<file path="src/ihp_pkg.sv">
// ----------------------------------------------------------------------------
// ihp_pkg
// Shared types and constants of the IPv4 header prepend block.
// ----------------------------------------------------------------------------
package ihp_pkg;

  localparam int HDR_BYTES   = 20;
  localparam int CNT_W       = 5;
  localparam int ADDR_W      = 3;
  localparam int DATA_W      = 32;
  localparam int S_TDATA_W   = 96;
  localparam int TTL_RESET   = 64;

  localparam logic [7:0]  VER_IHL     = 8'h45;
  localparam logic [7:0]  TOS_BYTE    = 8'h00;
  localparam logic [15:0] IDENT       = 16'h0000;
  localparam logic [15:0] FLAGS_FRAG  = 16'h4000;
  localparam logic [15:0] WORD0       = {VER_IHL, TOS_BYTE};
  localparam logic [0:0]  REG_TTL     = 1'b0;

  typedef struct packed {
    logic [7:0]  pbyte;
    logic        first;
    logic        last;
    logic [15:0] plen;
    logic [7:0]  proto;
    logic [31:0] src;
    logic [31:0] dst;
    logic [7:0]  ttl;
    logic [15:0] tlen;
  } hdr_item_t;

  typedef struct packed {
    logic             busy;
    logic [CNT_W-1:0] hdr_left;
  } ser_stat_t;

endpackage

</file>
<file path="src/ihp_csum.sv">
// ----------------------------------------------------------------------------
// ihp_csum
// Four-stage pipeline computing total length and the header checksum.
// ----------------------------------------------------------------------------
module ihp_csum (
  input  logic               clk,
  input  logic               rst,
  input  logic               in_valid,
  output logic               in_ready,
  input  ihp_pkg::hdr_item_t in_item,
  input  logic [7:0]         ttl,
  output logic               out_valid,
  input  logic               out_ready,
  output ihp_pkg::hdr_item_t out_item,
  output logic [15:0]        out_csum
);
  import ihp_pkg::*;

  logic      v1, v2, v3, v4;
  logic      en1, en2, en3, en4;
  hdr_item_t it1, it2, it3, it4;
  logic [16:0] p0, p1, p2;
  logic [15:0] t2;
  logic [18:0] sum3;
  logic [16:0] fold4;
  logic [15:0] csum5;
  logic [16:0] fold5;

  assign en4 = !v4 || out_ready;
  assign en3 = !v3 || en4;
  assign en2 = !v2 || en3;
  assign en1 = !v1 || en2;
  assign in_ready = en1;

  always_ff @(posedge clk) begin
    if (rst) begin
      v1 <= 1'b0;
      v2 <= 1'b0;
      v3 <= 1'b0;
      v4 <= 1'b0;
    end else begin
      if (en1) v1 <= in_valid;
      if (en2) v2 <= v1;
      if (en3) v3 <= v2;
      if (en4) v4 <= v3;
    end
  end

  // stage 1: pair sums and total length
  always_ff @(posedge clk) begin
    if (en1) begin
      it1.pbyte <= in_item.pbyte;
      it1.first <= in_item.first;
      it1.last  <= in_item.last;
      it1.plen  <= in_item.plen;
      it1.proto <= in_item.proto;
      it1.src   <= in_item.src;
      it1.dst   <= in_item.dst;
      it1.ttl   <= ttl;
      it1.tlen  <= in_item.plen + 16'(HDR_BYTES);
      p0        <= {1'b0, in_item.src[31:16]} + {1'b0, in_item.src[15:0]};
      p1        <= {1'b0, in_item.dst[31:16]} + {1'b0, in_item.dst[15:0]};
      p2        <= {1'b0, ttl, in_item.proto} + {1'b0, WORD0 + FLAGS_FRAG};
    end
  end

  // stage 2: full sum
  assign t2 = it1.tlen;
  always_ff @(posedge clk) begin
    if (en2) begin
      it2  <= it1;
      sum3 <= 19'(p0) + 19'(p1) + 19'(p2) + 19'(t2);
    end
  end

  // stage 3: first end-around fold
  always_ff @(posedge clk) begin
    if (en3) begin
      it3   <= it2;
      fold4 <= {1'b0, sum3[15:0]} + 17'(sum3[18:16]);
    end
  end

  // stage 4: second fold and complement
  assign fold5 = {1'b0, fold4[15:0]} + 17'(fold4[16]);
  always_ff @(posedge clk) begin
    if (en4) begin
      it4   <= it3;
      csum5 <= ~fold5[15:0];
    end
  end

  assign out_valid = v4;
  assign out_item  = it4;
  assign out_csum  = csum5;

endmodule

</file>
<file path="src/ihp_serializer.sv">
// ----------------------------------------------------------------------------
// ihp_serializer
// Emits the 20 header bytes and the payload byte through an output register.
// ----------------------------------------------------------------------------
module ihp_serializer (
  input  logic               clk,
  input  logic               rst,
  input  logic               in_valid,
  output logic               in_ready,
  input  ihp_pkg::hdr_item_t in_item,
  input  logic [15:0]        in_csum,
  output logic               out_valid,
  input  logic               out_ready,
  output logic [7:0]         out_byte,
  output logic               out_last,
  output ihp_pkg::ser_stat_t stat
);
  import ihp_pkg::*;

  logic [CNT_W-1:0]       cnt;
  logic                   pend;
  logic [HDR_BYTES*8-9:0] sh;
  logic [7:0]             pbyte_q;
  logic                   plast_q;
  logic                   busy;
  logic                   out_free;
  logic [HDR_BYTES*8-1:0] hdr;

  assign hdr = {VER_IHL, TOS_BYTE, in_item.tlen, IDENT, FLAGS_FRAG,
                in_item.ttl, in_item.proto, in_csum, in_item.src, in_item.dst};

  assign busy     = (cnt != '0) || pend;
  assign out_free = !out_valid || out_ready;
  assign in_ready = !busy && out_free;

  always_ff @(posedge clk) begin
    if (rst) begin
      out_valid <= 1'b0;
      cnt       <= '0;
      pend      <= 1'b0;
    end else if (out_free) begin
      if (cnt != '0) begin
        out_valid <= 1'b1;
        cnt       <= cnt - 1'b1;
      end else if (pend) begin
        out_valid <= 1'b1;
        pend      <= 1'b0;
      end else if (in_valid) begin
        out_valid <= 1'b1;
        if (in_item.first) begin
          cnt  <= CNT_W'(HDR_BYTES - 1);
          pend <= (in_item.plen != 16'h0000);
        end
      end else begin
        out_valid <= 1'b0;
      end
    end
  end

  always_ff @(posedge clk) begin
    if (out_free) begin
      if (cnt != '0) begin
        out_byte <= sh[HDR_BYTES*8-9 -: 8];
        out_last <= (cnt == CNT_W'(1)) && !pend;
        sh       <= {sh[HDR_BYTES*8-17:0], 8'h00};
      end else if (pend) begin
        out_byte <= pbyte_q;
        out_last <= plast_q;
      end else if (in_valid) begin
        if (in_item.first) begin
          out_byte <= hdr[HDR_BYTES*8-1 -: 8];
          out_last <= 1'b0;
          sh       <= hdr[HDR_BYTES*8-9:0];
          pbyte_q  <= in_item.pbyte;
          plast_q  <= in_item.last;
        end else begin
          out_byte <= in_item.pbyte;
          out_last <= in_item.last;
        end
      end
    end
  end

  assign stat.busy     = busy;
  assign stat.hdr_left = cnt;

endmodule

</file>
<file path="src/ipv4_header_prepend.sv">
// ----------------------------------------------------------------------------
// ipv4_header_prepend
// Prepends an IPv4 header with checksum to a stream of payload bytes.
// ----------------------------------------------------------------------------
// Input stream carries one payload byte per transfer; tuser marks the first
// transfer of a packet, which also carries length, protocol and addresses.
// A first transfer yields the 20 header bytes followed by its payload byte
// (no payload byte when the length is zero); other transfers yield their
// byte. Output stream carries one byte per transfer, tlast on the final byte.
// An input transfer reaches the output through four checksum pipeline
// stages and then the output register. Non-first bytes pass at one per
// cycle while the receiver accepts them and no header is being sent; a
// first transfer holds the output for its header and any payload byte, during
// which up to four more transfers enter the pipeline till input tready drops.
// The TTL register is written over the APB port when paddr[2] is 0 (reset 64).
// Reset empties the pipeline and output register. When the receiver stalls,
// the output register holds its byte and backpressure fills the pipeline
// stage by stage before the input tready drops.
// ----------------------------------------------------------------------------
module ipv4_header_prepend (
  input  logic                          clk,
  input  logic                          rst,
  input  logic                          s_axis_tvalid,
  output logic                          s_axis_tready,
  // payload_byte, payload_length, protocol_number, source_address,
  // destination_address
  input  logic [ihp_pkg::S_TDATA_W-1:0] s_axis_tdata,
  // first_byte
  input  logic                          s_axis_tuser,
  input  logic                          s_axis_tlast,
  output logic                          m_axis_tvalid,
  input  logic                          m_axis_tready,
  // out_byte
  output logic [7:0]                    m_axis_tdata,
  output logic                          m_axis_tlast,
  input  logic                          psel,
  input  logic                          penable,
  input  logic                          pwrite,
  input  logic [ihp_pkg::ADDR_W-1:0]    paddr,
  input  logic [ihp_pkg::DATA_W-1:0]    pwdata,
  output logic [ihp_pkg::DATA_W-1:0]    prdata,
  output logic                          pready
);
  import ihp_pkg::*;

  logic [7:0] ttl;
  hdr_item_t  in_item;
  logic       pipe_valid;
  logic       pipe_ready;
  hdr_item_t  pipe_item;
  logic [15:0] pipe_csum;
  ser_stat_t  stat;

  assign pready = 1'b1;

  always_ff @(posedge clk) begin
    if (rst) begin
      ttl <= 8'(TTL_RESET);
    end else if (psel && penable && pwrite && pready && (paddr[2] == REG_TTL)) begin
      ttl <= pwdata[7:0];
    end
  end

  assign prdata = (paddr[2] == REG_TTL) ? {24'h000000, ttl} : '0;

  assign in_item.pbyte = s_axis_tdata[7:0];
  assign in_item.first = s_axis_tuser;
  assign in_item.last  = s_axis_tlast;
  assign in_item.plen  = s_axis_tdata[23:8];
  assign in_item.proto = s_axis_tdata[31:24];
  assign in_item.src   = s_axis_tdata[63:32];
  assign in_item.dst   = s_axis_tdata[95:64];
  assign in_item.ttl   = ttl;
  assign in_item.tlen  = 16'h0000;

  ihp_csum u_csum (
    .clk       (clk),
    .rst       (rst),
    .in_valid  (s_axis_tvalid),
    .in_ready  (s_axis_tready),
    .in_item   (in_item),
    .ttl       (ttl),
    .out_valid (pipe_valid),
    .out_ready (pipe_ready),
    .out_item  (pipe_item),
    .out_csum  (pipe_csum)
  );

  ihp_serializer u_ser (
    .clk       (clk),
    .rst       (rst),
    .in_valid  (pipe_valid),
    .in_ready  (pipe_ready),
    .in_item   (pipe_item),
    .in_csum   (pipe_csum),
    .out_valid (m_axis_tvalid),
    .out_ready (m_axis_tready),
    .out_byte  (m_axis_tdata),
    .out_last  (m_axis_tlast),
    .stat      (stat)
  );

  a_hdr_start: assert property (@(posedge clk) disable iff (rst)
    (pipe_valid && pipe_ready && pipe_item.first) |=>
      (m_axis_tvalid && m_axis_tdata == VER_IHL && !m_axis_tlast))
    else $error("header does not start with version and ihl");

  a_hdr_occupied: assert property (@(posedge clk) disable iff (rst)
    (stat.hdr_left != '0) |-> m_axis_tvalid)
    else $error("header bytes pending with empty output register");

  a_no_last_mid_hdr: assert property (@(posedge clk) disable iff (rst)
    (stat.hdr_left > CNT_W'(1)) |-> !(m_axis_tvalid && m_axis_tlast))
    else $error("tlast raised inside a header");

  a_reset_empty: assert property (@(posedge clk)
    rst |=> (!m_axis_tvalid && !stat.busy))
    else $error("output not empty after reset");

endmodule
</file>
<file path="config.mk">
export PLATFORM = sky130hd
export DESIGN_NAME = ipv4_header_prepend
export DESIGN_NICKNAME = d
export VERILOG_FILES = /design/src/ihp_pkg.sv /design/src/ihp_csum.sv /design/src/ihp_serializer.sv /design/src/ipv4_header_prepend.sv
export SDC_FILE = /design/constraint.sdc
export NUM_CORES = 1
export LEC_CHECK = 0
export BUFFER_PORTS_ARGS = -buffer_cell sky130_fd_sc_hd__buf_2
export CAP_MARGIN = 20
export CORE_MARGIN = 8
export CORE_UTILIZATION = 65
export CTS_CLUSTER_SIZE = 30
export DETAILED_ROUTE_END_ITERATION = 10
export GPL_ROUTABILITY_DRIVEN = 0
export MAX_ROUTING_LAYER = met4
export PLACE_DENSITY_LB_ADDON = 0.12
export SKIP_CTS_REPAIR_TIMING = 1
export SKIP_LAST_GASP = 1
export SYNTH_ARGS = -nofsm -noshare
export SYNTH_HDL_FRONTEND = slang
export SYNTH_HIERARCHICAL = 1
export SYNTH_SLANG_ARGS = --single-unit
</file>
<file path="constraint.sdc">
create_clock -name clk -period 16.3 [get_ports clk]
set_clock_uncertainty 0.2 [all_clocks]
set_input_delay 3.26 -clock clk [delete_from_list [all_inputs] [get_ports clk]]
set_output_delay 3.26 -clock clk [all_outputs]
set_load 0.01 [all_outputs]
</file>
* Word level (Yosys, flattened, before mapping)
Cells that the tools add are included.
Storage, ports and cells: register bits after elaboration 780, latch bits 0, RAM bits 0, ROM bits 0, output and inout bits 44, word-level logic and storage cells 122, memories kept 0
Operators by class: add/sub/neg operators 10, multipliers 0, divide/modulo/power cells 0, order comparisons 0, eq/ne operators 2, shift operators 0, muxes and demuxes 23, bitwise logic cells 4, reduce and logical (&&, ||, !) cells 27
Operators with widths (count):
- $mux W152 | 4
- $mux W8 | 5
- $add A16 B16 Y17 | 2
- $mux W5 | 4
- $add A19 B16 Y19 | 1
- $add A19 B17 Y19 | 1
- $add A17 B17 Y18 | 1
- $add A16 B16 Y17 const B | 1
- $add A16 B3 Y17 | 1
- $add A16 B1 Y16 | 1
- $add A16 B5 Y16 const B | 1
- $not A16 Y16 | 1
- $reduce_bool A16 Y1 | 1
- $mux W1 | 10
- $logic_not A1 Y1 | 7
- $logic_or A1 B1 Y1 | 6
- $eq A5 B1 Y1 const B | 1
- $logic_and A1 B1 Y1 | 5
- $reduce_and A5 Y1 | 1
- $reduce_bool A5 Y1 | 1
- $sub A5 B1 Y5 const B | 1
- $reduce_and A2 Y1 | 2
- $reduce_and A4 Y1 | 1
- $reduce_bool A2 Y1 | 2
- 3 further kinds | 5

* Depth between registers and ports, before layout
Gate-level depths: netlist (run 1).
word-level depth 8, mapped depth 13, gate-level depth less buffers 13

* Cells and area by module
Netlist (run 1), hierarchy kept.
Modules (own cells, without submodules):
- ihp_csum | instances 1, cells an instance 1139, area each 21485.6 um^2, sequential area each 17346.6 um^2
- ihp_serializer | instances 1, cells an instance 647, area each 7367.1 um^2, sequential area each 5245.0 um^2
- ipv4_header_prepend | instances 1, cells an instance 70, area each 625.6 um^2, sequential area each 160.2 um^2

* Worst setup path before layout (run 1)
Ideal clock, no wire load.
kind in2reg, start point input port m_axis_tready, end point register u_ser.cnt[1], arrival 11.859 ns, path slack 4.145 ns, stages 3, buffers on the path 0, cells stage by stage nor2b_1 -> a21oi_1 -> mux2_2
Between the ends: longest elaborated chain between the ends 2
Ends and longest elaborated chain:
- from (decl) | RTL line ipv4_header_prepend.sv:32 | input logic m_axis_tready,
- $logic_or A1 B1 Y1 | RTL line ihp_serializer.sv:33 | assign out_free = !out_valid || out_ready;
- $reduce_and A4 Y1 (no source line)
- to (signal assigned) | RTL line ihp_serializer.sv:44 | cnt <= cnt - 1'b1;
- to (signal assigned) | RTL line ihp_serializer.sv:51 | cnt <= CNT_W'(HDR_BYTES - 1);
- to (decl) | RTL line ihp_serializer.sv:20 | logic [CNT_W-1:0] cnt;
Every way passes these cells. A chain may end at the register's enable or synchronous reset.

* Worst setup path after layout (run 1)
start point input port m_axis_tready, end point output port s_axis_tready
Between the ends: longest elaborated chain between the ends 6
Ends and longest elaborated chain:
- $logic_or A1 B1 Y1 | RTL line ihp_serializer.sv:33
- $logic_and A1 B1 Y1 | RTL line ihp_serializer.sv:34 | assign in_ready = !busy && out_free;
- net pipe_ready | RTL line ipv4_header_prepend.sv:49 | logic pipe_ready;
- $logic_or A1 B1 Y1 | RTL line ihp_csum.sv:29 | assign en4 = !v4 || out_ready;
- $logic_or A1 B1 Y1 | RTL line ihp_csum.sv:30 | assign en3 = !v3 || en4;
- $logic_or A1 B1 Y1 | RTL line ihp_csum.sv:31 | assign en2 = !v2 || en3;
- $logic_or A1 B1 Y1 | RTL line ihp_csum.sv:32 | assign en1 = !v1 || en2;
- to (decl) | RTL line ipv4_header_prepend.sv:24 | output logic s_axis_tready,
The timed path passes the listed nets, and every way through them passes these cells.

==> results.py, run 1 <==
metrics = {
    "critical_path": {
        "path_max_fanout": 51,
        "cp-start-kind": "input port",
        "worstPathCellList": "buf_2 > nand2b_1 > nand2_1 > nor2_1 > nor2b_1 > and3_1 > nand2_4 > buf_2",
        "cpMaxStageDelayCell": "nand2_4",
        "cp-end-kind": "output pin",
        "max_stage_delay_ns": 0.47,
        "arrival_ns": 5.54,
        "crit_type": "in2out",
        "path_common_cell": "buf_2",
        "cp.required_ns": 12.84,
    },
    "route": {
        "firstDrtPassIters": 6,
        "totalWireLength_mm": 53.4,
        "vias_per_cell": 5.48,
        "ant_nets": 0,
        "vias": 14700,
        "drc": 0,
        "drt-initial-drc-count": 1113,
        "avgRoutedWirePerCell_um": 19.9,
    },
    "pwr": {
        "p_sw_w": 0.00166,
        "combPwrFrac_pct": 22.0,
        "clockPowerShare_pct": 28.2,
        "p_sw_share_pct": 28.5,
        "finalPower_w": 0.00582,
        "leakagePower_nw": 13.1,
        "ir_worst_vdd_v": 0.000106,
        "intPower_w": 0.00416,
        "seq_power_share_pct": 49.8,
        "cellPowerDensity_mw_per_mm2": 176,
    },
    "cells_and_area": {
        "fin_nets": 2269,
        "fin_util_pct": 73.2,
        "area_delta_synth_final_pct": 12.1,
        "layout-drive-gt1-share_pct": 12.9,
        "antennaDiodeCount": 0,
        "fin_cells": 2688,
    },
    "flow_run": {
        "drv_cap": 0,
    },
    "clock_network": {
        "cts_tree": "built",
        "numClockSinks": 764,
        "cts_max_path_buffers": 3,
        "htreeDepth": 3,
        "cts_buffers": 75,
        "clk_latency_ns": 0.60,
        "clk_pin_slew_ns": 0.06,
        "cts_root_buffer": "clkbuf_16",
    },
    "die": {
        "design.die.area_mm2": 0.0524,
        "die_h_um": 229,
        "die_x_um": 229,
        "core-area_mm2": 0.0451,
        "num_rows": 78,
        "io_pins": 184,
        "start_util_pct": 65.4,
    },
    "global_route": {
        "grt_max_degree": 99,
        "grt_use_total_pct": 20.9,
        "grt.overflow.total": 0,
        "antenna_found_initial": 0,
        "grt_first_pass_wirelength_mm": 82.1,
        "grt_pass1_vias": 14900,
    },
    "timing": {
        "fmax_ghz": 0.111,
        "final-hold-violation-count": 0,
        "worst_pin_slew_ns": 1.05,
        "grt_setup_unrepaired": "no",
        "period_needed_ns": 9.00,
        "tns_ns": 0,
        "slew_violations": 0,
        "timing.final.crit_share_pct": 55.2,
        "finalSetupViolCount": 0,
        "timing.hold.ws_ns": 0.207,
        "relSlewSlack_pct": 30.0,
    },
    "synth": {
        "synth_area_mm2": 0.0295,
        "synth.avg_cell_area_um2": 15.9,
        "netlist_instances": 1855,
        "yosysWarningCount": 6,
    },
    "placement": {
        "dp.cells": 2555,
        "place_hpwl_mm": 35.1,
        "io_buffers": 132,
    },
    "min_path": {
        "hp-class": "reg2reg",
    },
    "outcome": {
        "status": "finished clean",
    },
}
==> critical path: cells and delay by family <==
family                 cells  cell delay [ns]
AND/OR/NAND/NOR            6             1.74
buffers and inverters      2             0.45
==> path summary, 6_finish.rpt <==
| kind | from | end | slack (ns) | cells after the start |
|---|---|---|---|---|
| min | u_csum/it3[57]$_DFFE_PP_ | u_csum/out_item[57]$_DFFE_PP_ | 0.21 | 0 |
| max reg2reg | u_ser/cnt[0]$_SDFFE_PP0P_ | u_csum/it1[110]$_DFFE_PP_ | 11.81 | 10 |
| max | m_axis_tready | s_axis_tready | 7.30 | 8 |
| min reg2reg | u_csum/it3[57]$_DFFE_PP_ | u_csum/out_item[57]$_DFFE_PP_ | 0.21 | 0 |
==> cell usage in the layout, fill, tap and decap left out, types with 4 or more instances in the layout <==
cell type    n
inv_1      101
nand2b_1    19
xnor2_1     57
nor2b_1     10
o21bai_1     5
o22ai_1      6
nor3_1       9
a21o_1      12
and2_1      50
o21ai_0     32
o21a_1      19
clkinv_2    15
a221oi_1     5
or3_1        4
bufinv_16    4
a21oi_1     41
clkinv_1    11
mux2i_1      8
dfxtp_1     19
and2b_2      8
o31a_1       4
a211oi_1     5
xor2_1      24
buf_4       11
edfxtp_1   745
nand3_1     16
buf_2      132
and3_1       8
nor4_1       4
conb_1      25
a31oi_1      7
fa_1        36
clkbuf_16   79
nand2_1    355
nand4_1      9
nor2_1      58
o21ai_1      4
clkbuf_1    18
ha_1        61
==> layout make-up <==
class	count	area (µm²)
clock buffer	99	2070
clock inverter	34	269
fill	2786	12100
inverter	103	394
multi-input combinational	945	6050
sequential	764	22800
tap	600	751
timing repair buffer	143	743
==> stage by stage <==
step | cell area (µm²) | setup WS [ns]
final | 33000 | 7.30
after global routing | 33000 | 7.07
after CTS | 33000 | 7.32
after detailed placement | 30700 | 7.31
after global placement | 30700 | 7.39
after floorplan | 29600 | 4.14
==> state kept, by name, indices dropped and copies added (netlist names), 10 cells and up <==
| signal | count |
|---|---|
| u_csum/p2 | 10 |
| u_csum/p1 | 17 |
| u_csum/it2 | 120 |
| u_csum/p0 | 17 |
| u_ser/sh | 152 |
| u_csum/it1 | 105 |
| u_csum/sum3 | 19 |
| u_csum/out_item | 120 |
| u_csum/t2 | 14 |
| u_csum/fold4 | 17 |
| u_csum/out_csum | 16 |
| u_csum/it3 | 120 |
==> per-layer routing <==
metal	part of all wire, %	GRT usage [%]	up-vias	wire length (µm)
met2	50	34.6	476	26900
li1	-	-	6963	-
met5	0	-	-	0
met3	5.2	3.20	86	2790
met1	42	26.3	7197	22300
met4	2.7	7.81	0	1430
==> power groups by stage <==
stage | combinational [W] | sequential, W | clock, W
2_1_floorplan | 0.000947 | 0.00295 | 0
3_3_place_gp | 0.00123 | 0.00293 | 0
3_5_place_dp | 0.00127 | 0.00294 | 0
4_1_cts | 0.00128 | 0.00290 | 0.00167
5_1_grt | 0.00143 | 0.00294 | 0.00174
6_report | 0.00128 | 0.00290 | 0.00164
Power figures use the tool's default switching activity.
==> run 2: changes to the inputs <==
--- a/config.mk
+++ b/config.mk
@@ -8,7 +8,7 @@
 export BUFFER_PORTS_ARGS = -buffer_cell sky130_fd_sc_hd__buf_2
 export CAP_MARGIN = 20
 export CORE_MARGIN = 8
-export CORE_UTILIZATION = 65
+export CORE_UTILIZATION = 54
 export CTS_CLUSTER_SIZE = 30
 export DETAILED_ROUTE_END_ITERATION = 10
 export GPL_ROUTABILITY_DRIVEN = 0
==> constraint.sdc (replaced) <==
create_clock -name clk -period 7.75 [get_ports clk]
set_clock_uncertainty 0.2 [all_clocks]
set_input_delay 1.55 -clock clk [delete_from_list [all_inputs] [get_ports clk]]
set_output_delay 1.55 -clock clk [all_outputs]
set_load 0.01 [all_outputs]
==> run 2 against run 1 <==
Compared with the run above: cell count rose by 4.1%; critical endpoint unchanged; total power rose by 110%; worst setup slack got worse by 5.2 ns; sequential power rose by 110%; critical path type is now reg2out; wire length rose by 0.17%; largest power group unchanged; non-clock buffer count fell by 2.
==> results.py, run 2 (same netlist as run 1, synthesis figures left out) <==
metrics = {
    "cells_and_area": {
        "regMostFlops": "u_ser/sh",
        "layout_commonest_cell": "edfxtp_1",
        "largest_register_ffs": 152,
        "area_delta_synth_final_pct": 13.4,
        "fill_cells": 3977,
        "fin_nets": 2271,
        "design_area_mm2": 0.0334,
        "final_cell_mix": "edfxtp_1 (745), nand2_1 (355), buf_2 (132)",
        "layout-drive-gt1-share_pct": 13.0,
    },
    "route": {
        "vias": 14600,
        "drt-initial-drc-count": 1038,
        "firstDrtPassIters": 5,
        "avgRoutedWirePerCell_um": 19.1,
        "drc": 0,
        "vias_per_cell": 5.23,
        "ant_nets": 0,
        "totalWireLength_mm": 53.5,
    },
    "timing": {
        "tns_ns": 0,
        "finalSetupViolCount": 0,
        "fmax_ghz": 0.177,
        "timing.final.crit_share_pct": 73.1,
        "worst_pin_slew_ns": 1.03,
        "relSlewSlack_pct": 31.2,
        "period_needed_ns": 5.67,
        "grt_setup_unrepaired": "no",
        "slew_violations": 0,
        "final-hold-violation-count": 0,
    },
    "min_path": {
        "hp-class": "reg2reg",
    },
    "critical_path": {
        "cp.required_ns": 6.00,
        "cp-end-kind": "output pin",
        "arrival_ns": 3.92,
        "cp-start-kind": "flip-flop",
        "crit_type": "reg2out",
        "path_max_fanout": 67,
    },
    "clock_network": {
        "htreeDepth": 3,
        "clk_latency_ns": 0.61,
        "cts_buffers": 79,
        "cts_root_buffer": "clkbuf_16",
        "cts_tree": "built",
        "numClockSinks": 764,
        "cts_max_path_buffers": 3,
        "clk_pin_slew_ns": 0.06,
    },
    "global_route": {
        "grt_max_degree": 156,
        "antenna_found_initial": 0,
        "grt_use_total_pct": 17.7,
        "grt_first_pass_wirelength_mm": 83.0,
        "grt_pass1_vias": 14800,
        "grt.overflow.total": 0,
    },
    "die": {
        "die_h_um": 250,
        "num_rows": 85,
        "design.die.area_mm2": 0.0623,
        "start_util_pct": 54.7,
        "core-area_mm2": 0.0539,
        "io_pins": 184,
        "die_x_um": 250,
    },
    "pwr": {
        "ir_worst_vdd_v": 0.000386,
        "cellPowerDensity_mw_per_mm2": 374,
        "leakagePower_nw": 13.3,
    },
    "placement": {
        "io_buffers": 132,
        "place_hpwl_mm": 35.3,
        "post_dp_cell_area_mm2": 0.0308,
    },
    "flow_run": {
        "drv_cap": 0,
    },
    "outcome": {
        "status": "finished clean",
    },
}
[run 2: report_power, final]
group / internal (W) / switching, W / total [W]
clock: 0.00222 / 0.00149 / 0.00371
sequential: 0.00579 / 0.000299 / 0.00609
combinational: 0.000950 / 0.00174 / 0.00269
[run 2: worst paths after layout]
kind,from,endpoint,slack [ns],depth (start not counted)
setup / recovery,u_ser/cnt[0]$_SDFFE_PP0P_,s_axis_tready,2.08,10
hold reg to reg,u_csum/it2[34]$_DFFE_PP_,u_csum/it3[34]$_DFFE_PP_,0.21,0
hold / removal,u_csum/it2[34]$_DFFE_PP_,u_csum/it3[34]$_DFFE_PP_,0.21,0
setup reg to reg,u_ser/cnt[0]$_SDFFE_PP0P_,u_csum/it2[53]$_DFFE_PP_,3.30,10
[run 2: routing by layer]
| metal | vias to the layer above | share of wire, % | track usage (%) |
|---|---|---|---|
| li1 | 6978 | - | - |
| met1 | 7181 | 44 | 22.7 |
| met2 | 381 | 50 | 28.9 |
| met3 | 77 | 4.3 | 3.09 |
| met4 | 0 | 2.0 | 5.44 |
| met5 | - | 0 | - |
[run 2: layout make-up]
cell class                      count  area (µm²)  area share, %
Sequential cell                   764       22800           68.1
Inverter                          103         394           1.18
Clock buffer                      103        2180           6.54
Timing Repair Buffer              141         753           2.25
Antenna cell                        1        2.50        0.00749
Multi-Input combinational cell    945        6050           18.1
Tap cell                          696         871           2.61
Clock inverter                     44         407           1.22
[run 2: critical path: stages (launching register included)]
cell	delay [ns]
dfxtp_1	0.34
inv_1	0.09
ha_1	0.27
nor4b_2	0.27
buf_4	0.65
nand2_1	0.25
nor2_1	0.14
nor2b_1	0.13
and3_1	0.32
nand2_4	0.53
buf_2	0.25
[run 2: metrics by stage]
step / worst slack, ns / hold slack (ns) / total power (W) / util [%] / instances
floorplan: 0.368 / 0.200 / 0.00814 / - / 1878
global placement: 2.37 / 0.200 / 0.00882 / 57.2 / 2649
detailed placement: 2.31 / 0.205 / 0.00889 / 57.2 / 2649
CTS: 2.00 / 0.215 / 0.0126 / 62.0 / 2796
global route: 1.84 / 0.218 / 0.0132 / 62.0 / 2796
finish: 2.08 / 0.212 / 0.0125 / 62.0 / 2797
==> run 3: changes to the inputs <==
--- a/config.mk
+++ b/config.mk
@@ -8,7 +8,7 @@
 export BUFFER_PORTS_ARGS = -buffer_cell sky130_fd_sc_hd__buf_2
 export CAP_MARGIN = 20
 export CORE_MARGIN = 8
-export CORE_UTILIZATION = 54
+export CORE_UTILIZATION = 60
 export CTS_CLUSTER_SIZE = 30
 export DETAILED_ROUTE_END_ITERATION = 10
 export GPL_ROUTABILITY_DRIVEN = 0
==> constraint.sdc (replaced) <==
create_clock -name clk -period 5.47 [get_ports clk]
set_clock_uncertainty 0.2 [all_clocks]
set_input_delay 1.094 -clock clk [delete_from_list [all_inputs] [get_ports clk]]
set_output_delay 1.094 -clock clk [all_outputs]
set_load 0.01 [all_outputs]
==> run 3 against run 2 <==
Compared with the run above: worst hold slack worse by 0.0056 ns; first-iteration DRC count down 11%; critical endpoint unchanged; combinational power rose by 41%; core utilization up 6.0 points; largest power group unchanged; non-clock buffer count grew 3.
==> results.py, run 3 (same netlist as run 1, synthesis figures left out) <==
metrics = {
    "outcome": {
        "status": "finished clean",
    },
    "critical_path": {
        "max_stage_delay_ns": 0.49,
        "cp.required_ns": 4.18,
        "crit_cells": 9,
        "arrival_ns": 2.96,
        "cp-start-kind": "flip-flop",
        "crit_type": "reg2out",
        "worstPathCellList": "inv_1 > ha_1 > nor4b_2 > nand2_1 > nor2_1 > nor2b_1 > and3_1 > nand2_8 > buf_2",
        "ff2ff_path_depth": 11,
        "cp_num_buf_inv": 2,
        "path_max_fanout": 7,
        "worstReg2RegEnd": "u_csum/sum3[18]$_DFFE_PP_",
        "cpMaxStageDelayCell": "and3_1",
        "cp-startpoint": "u_ser/cnt[0]$_SDFFE_PP0P_",
        "critPathCapture": "s_axis_tready",
        "cp_top_family": "simple AND/OR/NAND/NOR gates",
        "cp-end-kind": "output pin",
        "r2r_setup_slack_ns": 1.69,
        "r2r_start": "u_csum/it1[90]$_DFFE_PP_",
    },
    "pwr": {
        "ir_worst_vdd_v": 0.000340,
        "intPower_w": 0.0124,
        "p_sw_share_pct": 28.2,
        "finalPower_w": 0.0172,
        "clockPowerShare_pct": 27.9,
        "cellPowerDensity_mw_per_mm2": 520,
        "combPwrFrac_pct": 22.0,
        "p_sw_w": 0.00486,
        "leakagePower_nw": 13.1,
        "seq_power_share_pct": 50.1,
    },
    "min_path": {
        "hp-class": "reg2reg",
    },
    "global_route": {
        "grt_use_total_pct": 19.2,
        "antenna_found_initial": 0,
        "grt_pass1_vias": 14900,
        "grt_first_pass_wirelength_mm": 80.9,
        "grt.overflow.total": 0,
        "grt_max_degree": 164,
    },
    "timing": {
        "grt_setup_unrepaired": "no",
        "final-hold-violation-count": 0,
        "finalSetupViolCount": 0,
        "worst_pin_slew_ns": 1.03,
        "timing.final.crit_share_pct": 77.9,
        "relSlewSlack_pct": 31.3,
        "fmax_ghz": 0.235,
        "slew_violations": 0,
        "period_needed_ns": 4.26,
        "tns_ns": 0,
    },
    "die": {
        "io_pins": 184,
        "start_util_pct": 60.5,
        "design.die.area_mm2": 0.0565,
        "die_x_um": 238,
        "num_rows": 81,
        "core-area_mm2": 0.0487,
        "die_h_um": 238,
    },
    "clock_network": {
        "clk_pin_slew_ns": 0.06,
        "cts_root_buffer": "clkbuf_16",
        "numClockSinks": 764,
        "cts_tree": "built",
        "htreeDepth": 3,
        "clk_latency_ns": 0.59,
        "cts_buffers": 74,
        "cts_max_path_buffers": 3,
    },
    "route": {
        "vias": 14600,
        "totalWireLength_mm": 52.4,
        "ant_nets": 0,
        "drt-initial-drc-count": 923,
        "vias_per_cell": 5.30,
        "firstDrtPassIters": 5,
        "avgRoutedWirePerCell_um": 19.0,
        "drc": 0,
    },
    "cells_and_area": {
        "area_delta_synth_final_pct": 12.4,
        "fin_util_pct": 68.0,
        "fin_nets": 2269,
        "layout-drive-gt1-share_pct": 12.7,
        "final_cell_mix": "edfxtp_1 (745), nand2_1 (355), buf_2 (132)",
        "fin_cells": 2753,
        "layout_commonest_cell": "edfxtp_1",
        "largest_register_ffs": 152,
        "design_area_mm2": 0.0331,
        "regMostFlops": "u_ser/sh",
    },
    "placement": {
        "post_dp_cell_area_mm2": 0.0308,
        "io_buffers": 132,
        "dp.cells": 2620,
        "place_hpwl_mm": 35.0,
    },
    "flow_run": {
        "drv_cap": 0,
    },
}
run 3: final cells by class:
class | count | area, µm²
sequential | 764 | 22800
antenna | 1 | 2.50
clock buffer | 102 | 2090
inverter | 103 | 394
multi-input combinational | 945 | 6050
timing repair buffer | 144 | 788
tap | 664 | 831
clock inverter | 30 | 225
fill | 3275 | 15600
run 3: worst min-delay path by stage:
| stage | from | endpoint | slack [ns] | cells after the start |
|---|---|---|---|---|
| finish | u_csum/it3[44]$_DFFE_PP_ | u_csum/out_item[44]$_DFFE_PP_ | 0.21 | 0 |
| global route | u_csum/it2[7]$_DFFE_PP_ | u_csum/it3[7]$_DFFE_PP_ | 0.21 | 0 |
| CTS | u_csum/it2[7]$_DFFE_PP_ | u_csum/it3[7]$_DFFE_PP_ | 0.21 | 0 |
| detailed placement | u_csum/it1[118]$_DFFE_PP_ | u_csum/it2[118]$_DFFE_PP_ | 0.20 | 0 |
| global placement | u_csum/it1[99]$_DFFE_PP_ | u_csum/it2[99]$_DFFE_PP_ | 0.20 | 0 |
| floorplan | u_csum/it1[100]$_DFFE_PP_ | u_csum/it2[100]$_DFFE_PP_ | 0.20 | 0 |
run 3: routing by layer:
metal	up-vias	GRT usage (%)	routed length, µm
met4	0	7.23	1510
met3	82	3.00	2340
met5	-	-	0
li1	6972	-	-
met1	7148	24.2	22300
met2	383	31.5	26200
run 3: power by group through the flow:
stage | Combinational [W] | Clock (W) | Sequential [W]
after floorplan | 0.00283 | 0 | 0.00866
after global placement | 0.00368 | 0 | 0.00872
after CTS | 0.00382 | 0.00493 | 0.00865
after global routing | 0.00423 | 0.00515 | 0.00875
after detailed placement | 0.00379 | 0 | 0.00876
final | 0.00379 | 0.00480 | 0.00864
run 3: worst reg2reg max path, cell delays in order (launching register included):
cell       delay, ns
edfxtp_1        0.40
inv_1           0.18
fa_1            0.44
fa_1            0.57
inv_1           0.06
ha_1            0.30
a211oi_1        0.24
nor2_1          0.12
o31ai_2         0.26
a31oi_1         0.25
a2111oi_0       0.44
nor3_1          0.08
run 3: stage by stage:
step	setup slack, ns	hold slack [ns]
4_1_cts	1.16	0.208
5_1_grt	1.03	0.209
2_1_floorplan	0.169	0.200
6_report	1.21	0.207
3_3_place_gp	1.42	0.200
3_5_place_dp	1.39	0.205
